File: src/sv/owssn_pkg.sv
package owssn_pkg;

    // ROM size in bytes and width of the two countdown timers
    localparam int ROM_BYTES  = 8;
    localparam int TIMER_BITS = 12;
    localparam int ROM_BITS   = 64;
    localparam int CFG_DATA_W = 64;
    localparam int CFG_ADDR_W = 6;

    localparam logic [7:0] CMD_READ_ROM = 8'h33;

    typedef logic [TIMER_BITS-1:0] timer_t;

    typedef enum logic [2:0] {
        PH_IDLE  = 3'd0,
        PH_RESET = 3'd1,
        PH_PWAIT = 3'd2,
        PH_PULSE = 3'd3,
        PH_CMD   = 3'd4,
        PH_ROM   = 3'd5
    } phase_t;

    // Register index, taken from paddr[5:3]
    typedef enum logic [2:0] {
        REG_ROM_ID          = 3'd0,
        REG_SAMPLE_DELAY    = 3'd1,
        REG_READ_VALID_TIME = 3'd2,
        REG_RESET_LOW_TIME  = 3'd3,
        REG_PRESENCE_WAIT   = 3'd4,
        REG_PRESENCE_LENGTH = 3'd5
    } reg_idx_t;

endpackage

File: src/sv/one_wire_serial_number_slave.sv
// Slave side of a 1-Wire serial-number device, stepped once per microsecond
// tick: each request carries the master's drive of the bus for one tick, and
// each result gives the bus level seen (slave drive ANDed with the master's)
// and the protocol phase after that tick. The block detects a reset low
// pulse, answers with a presence pulse, shifts in a command byte LSB first,
// and on Read ROM (0x33) sends the 64-bit serial number LSB first in read
// slots; any other command returns it to idle. One request is taken every
// clock while in_stall is low, its result registered in the output register
// or, while the output is held, in the skid stage. The tick update is a
// single pass of logic on the state registers. A two-deep output (result
// register plus skid stage) keeps requests flowing while a result waits, so
// in_stall rises only when both are full. Timings are set through the APB
// port, 8-byte stride; the user writes them only while idle (not enforced).
module one_wire_serial_number_slave
    import owssn_pkg::*;
(
    input  logic                  clk,
    input  logic                  rst_n,
    // request channel
    input  logic                  in_valid,
    output logic                  in_stall,
    input  logic                  line_in,
    // result channel
    output logic                  out_valid,
    input  logic                  out_stall,
    output logic                  line_out,
    output logic [2:0]            phase,
    // configuration port
    input  logic                  psel,
    input  logic                  penable,
    input  logic                  pwrite,
    input  logic [CFG_ADDR_W-1:0] paddr,
    input  logic [CFG_DATA_W-1:0] pwdata,
    output logic [CFG_DATA_W-1:0] prdata,
    output logic                  pready
);

    // ------------------------------------------------------------------
    // Configuration registers
    // ------------------------------------------------------------------
    logic [ROM_BITS-1:0] rom_id_reg;
    timer_t              sample_delay_reg;
    timer_t              read_valid_time_reg;
    timer_t              reset_low_time_reg;
    timer_t              presence_wait_reg;
    timer_t              presence_length_reg;

    logic     cfg_write;
    reg_idx_t cfg_idx;

    assign pready    = 1'b1;
    assign cfg_write = psel & penable & pwrite & pready;
    assign cfg_idx   = reg_idx_t'(paddr[5:3]);

    always_ff @(posedge clk or negedge rst_n)
    begin
        if (!rst_n)
        begin
            rom_id_reg          <= '0;
            sample_delay_reg    <= timer_t'(15);
            read_valid_time_reg <= timer_t'(15);
            reset_low_time_reg  <= timer_t'(480);
            presence_wait_reg   <= timer_t'(15);
            presence_length_reg <= timer_t'(60);
        end
        else if (cfg_write)
        begin
            case (cfg_idx)
                REG_ROM_ID:          rom_id_reg          <= pwdata;
                REG_SAMPLE_DELAY:    sample_delay_reg    <= pwdata[TIMER_BITS-1:0];
                REG_READ_VALID_TIME: read_valid_time_reg <= pwdata[TIMER_BITS-1:0];
                REG_RESET_LOW_TIME:  reset_low_time_reg  <= pwdata[TIMER_BITS-1:0];
                REG_PRESENCE_WAIT:   presence_wait_reg   <= pwdata[TIMER_BITS-1:0];
                REG_PRESENCE_LENGTH: presence_length_reg <= pwdata[TIMER_BITS-1:0];
                default: ;
            endcase
        end
    end

    // Read back; addresses beyond the list read as zero
    always_comb
    begin
        case (cfg_idx)
            REG_ROM_ID:          prdata = rom_id_reg;
            REG_SAMPLE_DELAY:    prdata = CFG_DATA_W'(sample_delay_reg);
            REG_READ_VALID_TIME: prdata = CFG_DATA_W'(read_valid_time_reg);
            REG_RESET_LOW_TIME:  prdata = CFG_DATA_W'(reset_low_time_reg);
            REG_PRESENCE_WAIT:   prdata = CFG_DATA_W'(presence_wait_reg);
            REG_PRESENCE_LENGTH: prdata = CFG_DATA_W'(presence_length_reg);
            default:             prdata = '0;
        endcase
    end

    // ------------------------------------------------------------------
    // Protocol state
    // ------------------------------------------------------------------
    phase_t     phase_reg,        phase_next;
    logic [3:0] bit_count_reg,    bit_count_next;
    logic [3:0] byte_count_reg,   byte_count_next;
    logic [7:0] shifter_reg,      shifter_next;
    logic       last_level_reg,   last_level_next;
    logic       slave_drive_reg,  slave_drive_next;
    timer_t     slot_cnt_reg,     slot_cnt_next;
    logic       slot_armed_reg,   slot_armed_next;
    timer_t     reset_cnt_reg,    reset_cnt_next;
    logic       reset_armed_reg,  reset_armed_next;

    logic       in_accept;
    logic       slot_hit;
    logic       reset_hit;
    logic [7:0] rom_byte;

    assign in_accept = in_valid & ~in_stall;

    // Next state: timers count down first, expiries act (slot before reset,
    // so a reset wins a tie), then the line sample is checked for edges.
    always_comb
    begin
        phase_next       = phase_reg;
        bit_count_next   = bit_count_reg;
        byte_count_next  = byte_count_reg;
        shifter_next     = shifter_reg;
        last_level_next  = last_level_reg;
        slave_drive_next = slave_drive_reg;
        slot_cnt_next    = slot_cnt_reg;
        slot_armed_next  = slot_armed_reg;
        reset_cnt_next   = reset_cnt_reg;
        reset_armed_next = reset_armed_reg;
        slot_hit         = 1'b0;
        reset_hit        = 1'b0;
        rom_byte         = '0;

        if (in_accept)
        begin
            // Slot timer
            if (slot_armed_reg)
            begin
                if (slot_cnt_reg <= timer_t'(1))
                begin
                    slot_cnt_next   = '0;
                    slot_armed_next = 1'b0;
                    slot_hit        = 1'b1;
                end
                else
                begin
                    slot_cnt_next = slot_cnt_reg - timer_t'(1);
                end
            end

            // Reset-low detector
            if (reset_armed_reg)
            begin
                if (reset_cnt_reg <= timer_t'(1))
                begin
                    reset_cnt_next   = '0;
                    reset_armed_next = 1'b0;
                    reset_hit        = 1'b1;
                end
                else
                begin
                    reset_cnt_next = reset_cnt_reg - timer_t'(1);
                end
            end

            if (slot_hit)
            begin
                case (phase_reg)
                    PH_PWAIT:
                    begin
                        slave_drive_next = 1'b0;
                        phase_next       = PH_PULSE;
                        slot_cnt_next    = presence_length_reg;
                        slot_armed_next  = 1'b1;
                    end
                    PH_PULSE:
                    begin
                        slave_drive_next = 1'b1;
                        bit_count_next   = '0;
                        shifter_next     = '0;
                        phase_next       = PH_CMD;
                    end
                    PH_CMD:
                    begin
                        // take the bit from the previous tick's level
                        shifter_next   = {last_level_reg, shifter_reg[7:1]};
                        bit_count_next = bit_count_reg + 4'd1;
                        if (bit_count_next == 4'd8)
                        begin
                            if (shifter_next == CMD_READ_ROM)
                            begin
                                bit_count_next  = '0;
                                byte_count_next = '0;
                                phase_next      = PH_ROM;
                            end
                            else
                            begin
                                phase_next = PH_IDLE;
                            end
                        end
                    end
                    PH_ROM:
                    begin
                        slave_drive_next = 1'b1;
                        if (byte_count_reg >= 4'(ROM_BYTES))
                        begin
                            phase_next = PH_IDLE;
                        end
                    end
                    default: ;
                endcase
            end

            if (reset_hit)
            begin
                phase_next      = PH_RESET;
                slot_armed_next = 1'b0;
            end

            if (!line_in && last_level_reg)
            begin
                // Falling edge
                if (phase_next == PH_CMD)
                begin
                    slot_cnt_next   = sample_delay_reg;
                    slot_armed_next = 1'b1;
                end
                else if (phase_next == PH_ROM)
                begin
                    if (byte_count_next >= 4'(ROM_BYTES))
                    begin
                        // past the last ROM bit: release
                        slave_drive_next = 1'b1;
                    end
                    else
                    begin
                        rom_byte = rom_id_reg[{byte_count_next[2:0], 3'b000} +: 8];
                        if (bit_count_next == 4'd0)
                        begin
                            shifter_next = rom_byte;
                        end
                        slave_drive_next = shifter_next[0];
                        shifter_next     = {1'b0, shifter_next[7:1]};
                        bit_count_next   = bit_count_next + 4'd1;
                        if (bit_count_next >= 4'd8)
                        begin
                            bit_count_next  = '0;
                            byte_count_next = byte_count_next + 4'd1;
                        end
                    end
                    slot_cnt_next   = read_valid_time_reg;
                    slot_armed_next = 1'b1;
                end
                reset_cnt_next   = reset_low_time_reg;
                reset_armed_next = 1'b1;
            end
            else if (line_in && !last_level_reg)
            begin
                // Rising edge
                if (phase_next == PH_RESET)
                begin
                    phase_next      = PH_PWAIT;
                    slot_cnt_next   = presence_wait_reg;
                    slot_armed_next = 1'b1;
                end
                reset_armed_next = 1'b0;
                reset_cnt_next   = '0;
            end

            last_level_next = line_in;
        end
    end

    always_ff @(posedge clk or negedge rst_n)
    begin
        if (!rst_n)
        begin
            phase_reg       <= PH_IDLE;
            bit_count_reg   <= '0;
            byte_count_reg  <= '0;
            shifter_reg     <= '0;
            last_level_reg  <= 1'b1;
            slave_drive_reg <= 1'b1;
            slot_cnt_reg    <= '0;
            slot_armed_reg  <= 1'b0;
            reset_cnt_reg   <= '0;
            reset_armed_reg <= 1'b0;
        end
        else
        begin
            phase_reg       <= phase_next;
            bit_count_reg   <= bit_count_next;
            byte_count_reg  <= byte_count_next;
            shifter_reg     <= shifter_next;
            last_level_reg  <= last_level_next;
            slave_drive_reg <= slave_drive_next;
            slot_cnt_reg    <= slot_cnt_next;
            slot_armed_reg  <= slot_armed_next;
            reset_cnt_reg   <= reset_cnt_next;
            reset_armed_reg <= reset_armed_next;
        end
    end

    // ------------------------------------------------------------------
    // Result fields for the current request
    // ------------------------------------------------------------------
    logic   res_line;
    phase_t res_phase;

    always_comb
    begin
        res_line  = slave_drive_next & line_in;
        res_phase = phase_next;
    end

    // ------------------------------------------------------------------
    // Output register plus skid stage
    // ------------------------------------------------------------------
    logic   out_valid_reg,  out_valid_next;
    logic   out_line_reg,   out_line_next;
    phase_t out_phase_reg,  out_phase_next;
    logic   skid_valid_reg, skid_valid_next;
    logic   skid_line_reg,  skid_line_next;
    phase_t skid_phase_reg, skid_phase_next;

    always_comb
    begin
        out_valid_next  = out_valid_reg;
        out_line_next   = out_line_reg;
        out_phase_next  = out_phase_reg;
        skid_valid_next = skid_valid_reg;
        skid_line_next  = skid_line_reg;
        skid_phase_next = skid_phase_reg;

        if (!out_valid_reg || !out_stall)
        begin
            // output slot frees up: drain the skid stage first
            if (skid_valid_reg)
            begin
                out_valid_next  = 1'b1;
                out_line_next   = skid_line_reg;
                out_phase_next  = skid_phase_reg;
                skid_valid_next = 1'b0;
            end
            else if (in_accept)
            begin
                out_valid_next = 1'b1;
                out_line_next  = res_line;
                out_phase_next = res_phase;
            end
            else
            begin
                out_valid_next = 1'b0;
            end
        end
        else if (in_accept)
        begin
            // output held: park the new result
            skid_valid_next = 1'b1;
            skid_line_next  = res_line;
            skid_phase_next = res_phase;
        end
    end

    always_ff @(posedge clk or negedge rst_n)
    begin
        if (!rst_n)
        begin
            out_valid_reg  <= 1'b0;
            skid_valid_reg <= 1'b0;
        end
        else
        begin
            out_valid_reg  <= out_valid_next;
            skid_valid_reg <= skid_valid_next;
        end
    end

    always_ff @(posedge clk)
    begin
        out_line_reg   <= out_line_next;
        out_phase_reg  <= out_phase_next;
        skid_line_reg  <= skid_line_next;
        skid_phase_reg <= skid_phase_next;
    end

    assign in_stall  = skid_valid_reg;
    assign out_valid = out_valid_reg;
    assign line_out  = out_line_reg;
    assign phase     = 3'(out_phase_reg);

    // ------------------------------------------------------------------
    // Assertions
    // ------------------------------------------------------------------
    // The skid stage fills only behind a held output
    a_skid_behind_out: assert property (@(posedge clk) disable iff (!rst_n)
        skid_valid_reg |-> out_valid_reg)
        else $error("skid stage full with output register empty");

    // The slot timer only runs in the presence and data phases
    a_slot_phase: assert property (@(posedge clk) disable iff (!rst_n)
        slot_armed_reg |-> (phase_reg != PH_IDLE && phase_reg != PH_RESET))
        else $error("slot timer armed in idle or reset phase");

    // Byte counter never runs past the end of the ROM
    a_byte_bound: assert property (@(posedge clk) disable iff (!rst_n)
        byte_count_reg <= 4'(ROM_BYTES))
        else $error("byte counter past end of ROM");

    // Bit counter never passes a full byte
    a_bit_bound: assert property (@(posedge clk) disable iff (!rst_n)
        bit_count_reg <= 4'd8)
        else $error("bit counter past a full byte");

    // A request taken while the output is free shows up next cycle
    a_result_next: assert property (@(posedge clk) disable iff (!rst_n)
        (in_accept && !skid_valid_reg && (!out_valid_reg || !out_stall))
        |=> (out_valid_reg && !skid_valid_reg))
        else $error("result of accepted request not presented");

endmodule
File: config.mk
export PLATFORM = sky130hd
export DESIGN_NAME = one_wire_serial_number_slave
export DESIGN_NICKNAME = d
export VERILOG_FILES = /design/src/sv/owssn_pkg.sv /design/src/sv/one_wire_serial_number_slave.sv
export SDC_FILE = /design/constraint.sdc
export NUM_CORES = 1
export LEC_CHECK = 0
export BUFFER_PORTS_ARGS = -buffer_cell sky130_fd_sc_hd__buf_2
export CORE_MARGIN = 8
export CORE_UTILIZATION = 55
export CTS_CLUSTER_SIZE = 16
export DETAILED_ROUTE_END_ITERATION = 8
export HOLD_SLACK_MARGIN = 0.15
export PLACE_DENSITY_LB_ADDON = 0.3
export SLEW_MARGIN = 5
export SYNTH_ARGS = -nofsm -noshare
export SYNTH_HDL_FRONTEND = slang
export SYNTH_SLANG_ARGS = --single-unit
File: constraint.sdc
create_clock -name clk -period 3.3 [get_ports clk]
set_input_delay 0.33 -clock clk [delete_from_list [all_inputs] [get_ports clk]]
set_output_delay 0.33 -clock clk [all_outputs]
set_load 0.1 [all_outputs]
==> run_results.csv, run 1 <==
group,metric,value,unit
finish,layout-drive-gt1-share,34.4,%
pwr,power_leakage,5.77,nW
worst_setup_path,worstPathRequired,3.63,ns
routing,antenna_left,0,
routing,drt-total-wl,31.2,mm
worst_setup_path,endpoint_kind,"flip-flop",
clocking,clock_sinks,181,
routing,drc,0,
synth,synth-main-ff-cell,"dfrtp_1",
timing,rsz0062_at_grt,"no",
global_route,grt_pass1_vias,9121,
global_route,grt_usage,26.6,%
synth,synth_most_common_cell,"dfrtp_1",
status,outcome,"completed",
die,ioPinCount,149,
finish,final_cell_count_no_fill,1450,
synth,synth_edf_count,8,
synth,yosysTopAreaCell,"dfrtp_1",
synth,ys_types,77,
pwr,power.density,744,nW/um2
clocking,htreeDepth,4,
worst_hold_path,hold_class,"input port to flip-flop",
timing,finalHoldViolations,0,
routing,dr.pass1.iters,7,
synth,synth_top_area_share,36.4,%
clocking,clk_path_buf_depth,2,
synth,ys_seq_elements,181,
finish,areaGrowthSynthToFinish,22.1,%
synth,syn-cell-area,10400,um2
routing,vias_per_cell,6.31,
finish,nNetsFinal,1288,
timing,skew,0.0122,ns
clocking,ctsResizeCount,0,
synth,netlist_instances,1011,
routing,vias,9151,
timing,fmax,317,MHz
clocking,root_buffer,"clkbuf_16",
timing,finalCritPeriodShare,95.5,%
finish,final_core_util,68.2,%
die,die-area,23500,um2
clocking,cts_tree,"done",
worst_hold_path,worstHoldStart,"line_in",
routing,drt_iter0_drc,1085,
timing,hold-worst-slack,0.161,ns
clocking,clk_latency,0.44,ns
global_route,antenna_found_initial,0,
timing,post-route-min-period,3.15,ns
timing,tns,0,ns
clocking,cts_hold_buf,51,
worst_setup_path,crit_path_start_kind,"flip-flop",
synth,synthesis.nets,1096,
worst_setup_path,worstPathMaxFanout,10,
timing,slew_violations,0,
synth,synth_seq_area_share,44.3,%
placed_design,io_buffers,144,
synth,avgSynthCellArea,10.3,um2
job,drv_cap,0,
synth,synth.area.top_cells,"dfrtp_1 (36%), mux2_2 (14%), dfstp_2 (5.6%)",
synth,yosysWarnings,0,
global_route,grt_first_pass_wirelength,50.2,mm
finish,num_antenna_cells,0,
die,die_w,153,um
worst_setup_path,cp-startpoint,"slot_cnt_reg[3]$_DFFE_PN0P_",
global_route,grt_max_degree,85,
pwr,total_power,9.43,mW
worst_setup_path,arrival,3.48,ns
placed_design,place_inst,1367,
timing,tightest_slew,0.826,ns
pwr,peakVddDrop,443,uV
routing,routedWlPerCell,21.5,um
synth,synth.top_cells.by_count,"dfrtp_1 (151), mux2_2 (133), nand2_1 (85)",
die,fp.dieH,153,um
clocking,numCtsBuffers,17,
die,core_area,18600,um2
worst_setup_path,timing.rr.start,"slot_cnt_reg[3]$_DFFE_PN0P_",
clocking,post-cts-setup-buffers,0,
placed_design,hpwl,21.1,mm
global_route,grt-ovfl-total,0,
placed_design,gp_congestion,0.905,
die,num_rows,50,
clocking,path_clk_slew,0.08,ns
timing,setup_violations,0,
timing,slew_headroom,44.9,%
synth,ys_async_sr_fraction,95.6,%
die,start_util,55.8,%
finish,largest_reg_flops,64,
worst_setup_path,crit_type,"flip-flop to flip-flop",
## path summary, 6_finish.rpt
| check | slack, ns | to | cells past startpoint |
|---|---|---|---|
| min in group asynchronous | 0.53 | rom_id_reg[33]$_DFFE_PN0P_ | 2 |
| max reg2reg | 0.15 | shifter_reg[6]$_DFFE_PN0P_ | 10 |
| max in group asynchronous | 1.73 | slave_drive_reg$_DFF_PN1_ | 3 |
| min | 0.16 | last_level_reg$_DFFE_PN1P_ | 3 |
| max | 0.15 | shifter_reg[6]$_DFFE_PN0P_ | 10 |
| min reg2reg | 0.49 | shifter_reg[0]$_DFFE_PN0P_ | 2 |
## per-layer routing
metal  global-route usage (%)  wire, um
met1                     35.0     13000
met2                     41.9     14700
met3                     6.74      2550
met4                     9.29       988
met5                        0         0
## logic make-up after synthesis
kind of cell | synth area share (%)
other | 0.0361
buffers and inverters | 3.70
adders and majority gates | 0.844
AOI/OAI and AO/OA | 15.7
DFF | 44.3
and+or+nand+nor | 15.7
muxes | 18.7
xor gates and xnor gates | 0.928
## final cells by class
| class | count | area [um2] |
|---|---|---|
| clock buffers | 17 | 425 |
| clock inverters | 15 | 161 |
| fillers | 1394 | 5910 |
| inverters | 22 | 82.6 |
| multi-input cells | 737 | 5480 |
| flip-flops and latches | 181 | 4600 |
| well taps | 234 | 293 |
| repair buffers | 244 | 1630 |
## where the power goes
group	leakage [nW]	switching (mW)	internal, mW
Clock	0.289	1.00	1.01
Combinational	3.28	2.42	1.54
Sequential	2.21	0.624	2.83
## metrics by stage
step,instance area (um2),setup slack [ns]
after floorplan,10400,0.0932
after global placement,11600,0.222
after detailed placement,11600,0.163
after CTS,12700,0.177
after global routing,12700,0.0190
final,12700,0.148
## critical path, cell delays in order (launching register included)
cell,delay [ns]
dfrtp_1,0.45
nor4_4,0.38
o2111ai_4,0.26
buf_4,0.22
nor4_4,0.33
a2111oi_4,0.13
a2111oi_4,0.49
and2_1,0.31
buf_4,0.20
o21ai_0,0.11
o22a_1,0.16
## cell usage in the layout, fill, tap and decap left out, types with 7 or more instances in the layout
cell type / instances
nand2_1: 85
edfxtp_1: 8
a22oi_1: 14
a222oi_1: 11
dfstp_2: 22
and3_1: 7
dlygate4sd3_1: 51
mux2i_1: 31
and2_1: 56
ha_1: 7
o21ai_0: 63
nor3_1: 15
nand3_1: 31
buf_2: 143
a211oi_1: 8
mux2_2: 133
clkbuf_16: 17
xnor2_1: 7
buf_4: 47
nor2_1: 61
o2111ai_1: 12
inv_1: 21
a21oi_1: 42
o211ai_1: 8
a31oi_1: 14
dfrtp_1: 151
nor3b_1: 7
nand2b_1: 7
Note: power is estimated with default switching activity, not from simulation.
==> inputs of run 2 (changes only) <==
--- a/config.mk
+++ b/config.mk
@@ -7,7 +7,7 @@
 export LEC_CHECK = 0
 export BUFFER_PORTS_ARGS = -buffer_cell sky130_fd_sc_hd__buf_2
 export CORE_MARGIN = 8
-export CORE_UTILIZATION = 55
+export CORE_UTILIZATION = 58
 export CTS_CLUSTER_SIZE = 16
 export DETAILED_ROUTE_END_ITERATION = 8
 export HOLD_SLACK_MARGIN = 0.15
==> run 2 against run 1 <==
Against the previous run:
- cell count shrank 0.34%
- via count grew 1.6%
- global-route usage grew 3.4 points
- sequential power grew 1%
- non-clock buffer count is the same
- wire length grew 5.3%
- hold slack gained 0.020 ns
- clock power is essentially flat
- maximum frequency grew 2.0%
- power grew 0.54%
- critical endpoint unchanged
- largest cell class unchanged
==> run_results.csv, run 2 (synthesized netlist as in run 1, its figures left out) <==
group,metric,value,unit
finish,finalInstanceArea,12700,um2
global_route,antenna_found_initial,0,
clocking,clock_sinks,181,
finish,largest_reg_flops,64,
worst_setup_path,path_cells,"nor4_4 -> o2111ai_4 -> or3_1 -> a22oi_2 -> ha_1 -> nor3b_4 -> mux2_1 -> and3_1 -> o22a_1",
worst_hold_path,hold_end,"out_valid$_DFFE_PN0N_",
worst_setup_path,cpPeakStageDelay,0.48,ns
routing,drt_iter0_drc,1097,
clocking,path_clk_slew,0.07,ns
worst_setup_path,endpoint_kind,"flip-flop",
finish,layout-drive-gt1-share,34.1,%
worst_setup_path,cpLargestDelayFamily,"simple AND/OR/NAND/NOR gates",
timing,finalHoldViolations,0,
timing,fmax,324,MHz
routing,routedWlPerCell,22.8,um
worst_hold_path,hold_class,"input port to flip-flop",
status,outcome,"completed",
clocking,cts_tree,"done",
placed_design,hpwl,21.0,mm
routing,drt-met1-wl,13.0,mm
worst_hold_path,worstHoldStart,"in_valid",
worst_setup_path,timing.rr.start,"slot_cnt_reg[9]$_DFFE_PN0P_",
worst_setup_path,arrival,3.42,ns
placed_design,io_buffers,144,
pwr,power.density,749,nW/um2
die,die_w,150,um
worst_setup_path,crit_path_start_kind,"flip-flop",
pwr,power_leakage,5.76,nW
routing,routed-wl-met3,3.04,mm
global_route,grt-ovfl-total,0,
timing,skew,0.0157,ns
routing,top_layer,"met4",
routing,dr.pass1.iters,8,
finish,layout_commonest_cell,"dfrtp_1",
worst_setup_path,r2r_end,"shifter_reg[6]$_DFFE_PN0P_",
routing,drt-total-wl,32.9,mm
job,drv_cap,0,
placed_design,place_inst,1357,
timing,finalCritPeriodShare,93.6,%
worst_setup_path,r2r_slack,0.21,ns
routing,vias_per_cell,6.43,
global_route,grt_usage,29.9,%
routing,vias,9295,
finish,num_antenna_cells,0,
routing,antenna_left,0,
finish,nNetsFinal,1288,
placed_design,gp_congestion,0.947,
clocking,htreeDepth,4,
finish,final_cell_count_no_fill,1445,
routing,drc,0,
timing,setup_violations,0,
die,fp.dieH,150,um
timing,tightest_slew,0.995,ns
worst_setup_path,worstPathRequired,3.63,ns
timing,rsz0062_at_grt,"no",
die,die-area,22400,um2
pwr,peakVddDrop,506,uV
placed_design,place_area,11500,um2
global_route,grt_pass1_vias,9454,
timing,slew_violations,0,
finish,fillers,1251,
clocking,numCtsBuffers,17,
worst_setup_path,crit_type,"flip-flop to flip-flop",
finish,areaGrowthSynthToFinish,22.0,%
die,start_util,58.4,%
worst_setup_path,reg2reg_depth,9,
clocking,clk_latency,0.45,ns
finish,final_core_util,71.2,%
timing,post-route-min-period,3.09,ns
worst_setup_path,worstPathMaxFanout,5,
die,num_rows,49,
global_route,grt_max_degree,88,
die,ioPinCount,149,
global_route,grt_first_pass_wirelength,52.2,mm
worst_setup_path,crit_slowest_cell,"dfrtp_1",
clocking,root_buffer,"clkbuf_16",
routing,met2_length,15.3,mm
finish,most-common-layout-cells,"dfrtp_1 (151), buf_2 (143), mux2_2 (133)",
clocking,clk_path_buf_depth,2,
timing,slew_headroom,33.7,%
worst_hold_path,hold_depth,3,
worst_setup_path,path_buf_inv,0,
timing,tns,0,ns
die,core_area,17800,um2
[run 2: cell count changes in the layout (fill, tap and decap cells not counted), moves of 2 or more]
cell	change
clkinvlp_4	+2
clkbuf_1	+2
dlygate4sd3_1	+4
clkinv_8	-4
buf_4	-4
[run 2: where the power goes]
part	internal (mW)	leakage (nW)	total (mW)	switching, mW
sequential	2.83	2.21	3.50	0.670
combinational	1.51	3.28	3.94	2.43
clock	1.07	0.275	2.04	0.968
total	5.41	5.76	9.48	4.07
[run 2: worst min-delay path: stages]
cell     delay (ns)
buf_2          0.11
nor2_1         0.08
nand2_1        0.06
[run 2: metal layers]
layer | vias up | GRT usage, %
met4 | 0 | 15.6
li1 | 4112 | -
met3 | 116 | 7.38
met5 | - | 0
met1 | 4538 | 38.3
met2 | 529 | 46.4
[run 2: cell type report]
class,count,area [um2],share of cell area (%)
inverters,22,82.6,0.652
well taps,229,287,2.26
repair buffers,244,1640,13.0
multi-input cells,737,5490,43.3
clock inverters,13,136,1.08
flip-flops and latches,181,4600,36.3
clock buffers,19,433,3.42
[run 2: worst max-delay path by stage]
stage	startpoint	endpoint	slack, ns	cells after the start
2_1_floorplan	paddr[3]	prdata[7]	0.09	6
6_report	slot_cnt_reg[9]$_DFFE_PN0P_	shifter_reg[6]$_DFFE_PN0P_	0.21	9
5_1_grt	slot_cnt_reg[9]$_DFFE_PN0P_	shifter_reg[2]$_DFFE_PN0P_	0.03	9
4_1_cts	slot_cnt_reg[3]$_DFFE_PN0P_	shifter_reg[4]$_DFFE_PN0P_	0.20	9
3_5_place_dp	slot_cnt_reg[3]$_DFFE_PN0P_	shifter_reg[4]$_DFFE_PN0P_	0.20	9
3_3_place_gp	slot_cnt_reg[6]$_DFFE_PN0P_	shifter_reg[2]$_DFFE_PN0P_	0.27	9
[run 2: timing repair]
action,4_1_cts,5_1_grt
resized for setup,0,3
setup endpoints to repair,0,4
hold endpoints to repair,134,0
buffers inserted,0,1
hold buffers,55,0
[run 2: metrics by stage]
step / power [mW] / hold WS, ns / worst slack (ns)
2_1_floorplan: 6.18 / 0.0344 / 0.0932
3_3_place_gp: 7.14 / 0.458 / 0.269
3_5_place_dp: 7.25 / 0.451 / 0.205
6_report: 9.48 / 0.181 / 0.211
4_1_cts: 9.34 / 0.172 / 0.197
5_1_grt: 9.96 / 0.196 / 0.0343
==> inputs of run 3 (changes only) <==
--- a/config.mk
+++ b/config.mk
@@ -7,7 +7,7 @@
 export LEC_CHECK = 0
 export BUFFER_PORTS_ARGS = -buffer_cell sky130_fd_sc_hd__buf_2
 export CORE_MARGIN = 8
-export CORE_UTILIZATION = 58
+export CORE_UTILIZATION = 45
 export CTS_CLUSTER_SIZE = 16
 export DETAILED_ROUTE_END_ITERATION = 8
 export HOLD_SLACK_MARGIN = 0.15
==> run 3 against run 2 <==
Against the previous run:
- critical path depth unchanged
- cell count grew 4.4%
- largest power group unchanged
- maximum frequency is 1.2% lower
- combinational power about the same
- clock power rose by 7%
- setup slack lost 0.038 ns
- wire length is 5.5% lower
- sequential cell count unchanged
- core utilization fell by 14 points
- largest cell class unchanged
==> run_results.csv, run 3 (synthesized netlist as in run 1, its figures left out) <==
group,metric,value,unit
finish,num_antenna_cells,0,
worst_setup_path,path_cells,"nor4_4 -> o2111ai_4 -> or3_1 -> buf_4 -> a32o_1 -> nor3b_4 -> mux2_1 -> and3_1 -> o22a_1",
finish,layout_commonest_cell,"dfrtp_1",
routing,antenna_left,0,
routing,vias_per_cell,5.99,
global_route,antenna_found_initial,1,
clocking,cts_tree,"done",
clocking,numCtsBuffers,17,
worst_setup_path,crit_type,"flip-flop to flip-flop",
timing,tightest_slew,0.939,ns
clocking,clk_path_buf_depth,2,
finish,layout-drive-gt1-share,34.8,%
global_route,grt_first_pass_wirelength,50.3,mm
timing,finalHoldViolations,0,
timing,tns,0,ns
timing,finalCritPeriodShare,94.8,%
timing,slew_headroom,37.4,%
global_route,grt_pass1_vias,9050,
placed_design,io_buffers,144,
finish,regArea,4600,um2
die,die-area,28200,um2
finish,nNetsFinal,1295,
routing,drc,0,
timing,post-route-min-period,3.13,ns
routing,dr.pass1.iters,6,
worst_setup_path,crit_slowest_cell,"dfrtp_1",
routing,vias,9036,
routing,routedWlPerCell,20.6,um
worst_setup_path,arrival,3.46,ns
worst_setup_path,endpoint_kind,"flip-flop",
timing,skew,0.0167,ns
worst_setup_path,cpLargestDelayFamily,"simple AND/OR/NAND/NOR gates",
routing,drt-total-wl,31.1,mm
finish,fillers,1887,
die,start_util,45.8,%
finish,areaGrowthSynthToFinish,23.9,%
global_route,grt_usage,22.3,%
placed_design,gp_congestion,0.916,
finish,multiInputGateArea,5490,um2
timing,rsz0062_at_grt,"no",
job,drv_cap,0,
timing,fmax,320,MHz
worst_setup_path,crit_path_start_kind,"flip-flop",
placed_design,hpwl,21.6,mm
clocking,htreeDepth,4,
die,num_rows,55,
timing,slew_violations,0,
clocking,root_buffer,"clkbuf_16",
pwr,power_leakage,5.83,nW
die,core_area,22600,um2
finish,most-common-layout-cells,"dfrtp_1 (151), buf_2 (143), mux2_2 (133)",
worst_setup_path,path_buf_inv,1,
clocking,clock_sinks,181,
worst_setup_path,cpPeakStageDelay,0.48,ns
global_route,grt-ovfl-total,0,
clocking,clk_latency,0.44,ns
pwr,power.density,747,nW/um2
routing,drt_iter0_drc,738,
timing,hold-worst-slack,0.163,ns
timing,setup_violations,0,
die,die_w,168,um
finish,largest_reg_flops,64,
worst_setup_path,worstPathMaxFanout,9,
die,fp.dieH,168,um
pwr,peakVddDrop,421,uV
die,ioPinCount,149,
worst_hold_path,hold_class,"input port to flip-flop",
status,outcome,"completed",
global_route,grt_max_degree,81,
clocking,path_clk_slew,0.08,ns
worst_setup_path,worstPathRequired,3.63,ns
==> run 3: changes by cell type in the layout (fill, tap and decap cells not counted), moves of 2 or more <==
cell,change
clkinvlp_4,-2
dlygate4sd3_1,-2
clkbuf_1,-2
clkinv_8,+4
buf_4,+9
==> run 3: layer usage <==
| metal | global-route usage [%] | share of wire [%] |
|---|---|---|
| met3 | 4.07 | 7.0 |
| met1 | 30.8 | 44 |
| met4 | 10.2 | 3.5 |
| met2 | 33.7 | 45 |
| met5 | 0 | 0.045 |
==> run 3: what timing repair did <==
action,4_1_cts,5_1_grt
gates resized for setup,0,3
hold buffers,53,0
endpoints found under the setup margin,0,11
setup buffers,0,4
endpoints found under the hold margin,126,0
==> run 3: power breakdown <==
part	switching [mW]	total (mW)	internal, mW
combinational	2.40	3.95	1.55
sequential	0.628	3.46	2.83
clock	1.02	2.19	1.17
==> run 3: path summary, 6_finish.rpt <==
path                            slack (ns)  cells past startpoint                   startpoint                            endpoint
max in group asynchronous             1.96                      3                        rst_n  presence_length_reg[2]$_DFFE_PN1P_
worst max register to register        0.17                      9  slot_cnt_reg[5]$_DFFE_PN0P_          shifter_reg[2]$_DFFE_PN0P_
worst max-delay path                  0.17                      9  slot_cnt_reg[5]$_DFFE_PN0P_          shifter_reg[2]$_DFFE_PN0P_
worst min-delay path                  0.16                      3                    out_stall               out_valid$_DFFE_PN0N_
worst min register to register        0.50                      2   shifter_reg[0]$_DFFE_PN0P_          shifter_reg[0]$_DFFE_PN0P_
min in group asynchronous             0.52                      2                        rst_n          rom_id_reg[38]$_DFFE_PN0P_
==> run 3: worst register-to-register path, delay by kind of cell (launching register included) <==
family                 cells  cell delay, ns
AOI/OAI and AO/OA          3            0.65
muxes                      1            0.37
DFF                        1            0.48
and+or+nand+nor            4            1.33
buffers and inverters      1            0.19
==> run 3: metrics by stage <==
step	setup slack, ns	cell area [um2]	utilization (%)	power (mW)	std cells
floorplan	0.0932	10400	-	6.18	1011
global placement	0.261	11600	51.4	7.21	1419
detailed placement	0.158	11600	51.4	7.29	1419
CTS	0.133	12800	56.6	9.53	1504
global route	0.000924	12900	56.8	10.2	1508
finish	0.173	12900	56.8	9.60	1508
==> run 3: final cells by class <==
class	count	area share, %
Tap cell	285	2.77
Timing Repair Buffer	251	13.1
Clock inverter	15	1.63
Clock buffer	17	3.31
Sequential cell	181	35.8
Inverter	22	0.643
Multi-Input combinational cell	737	42.7
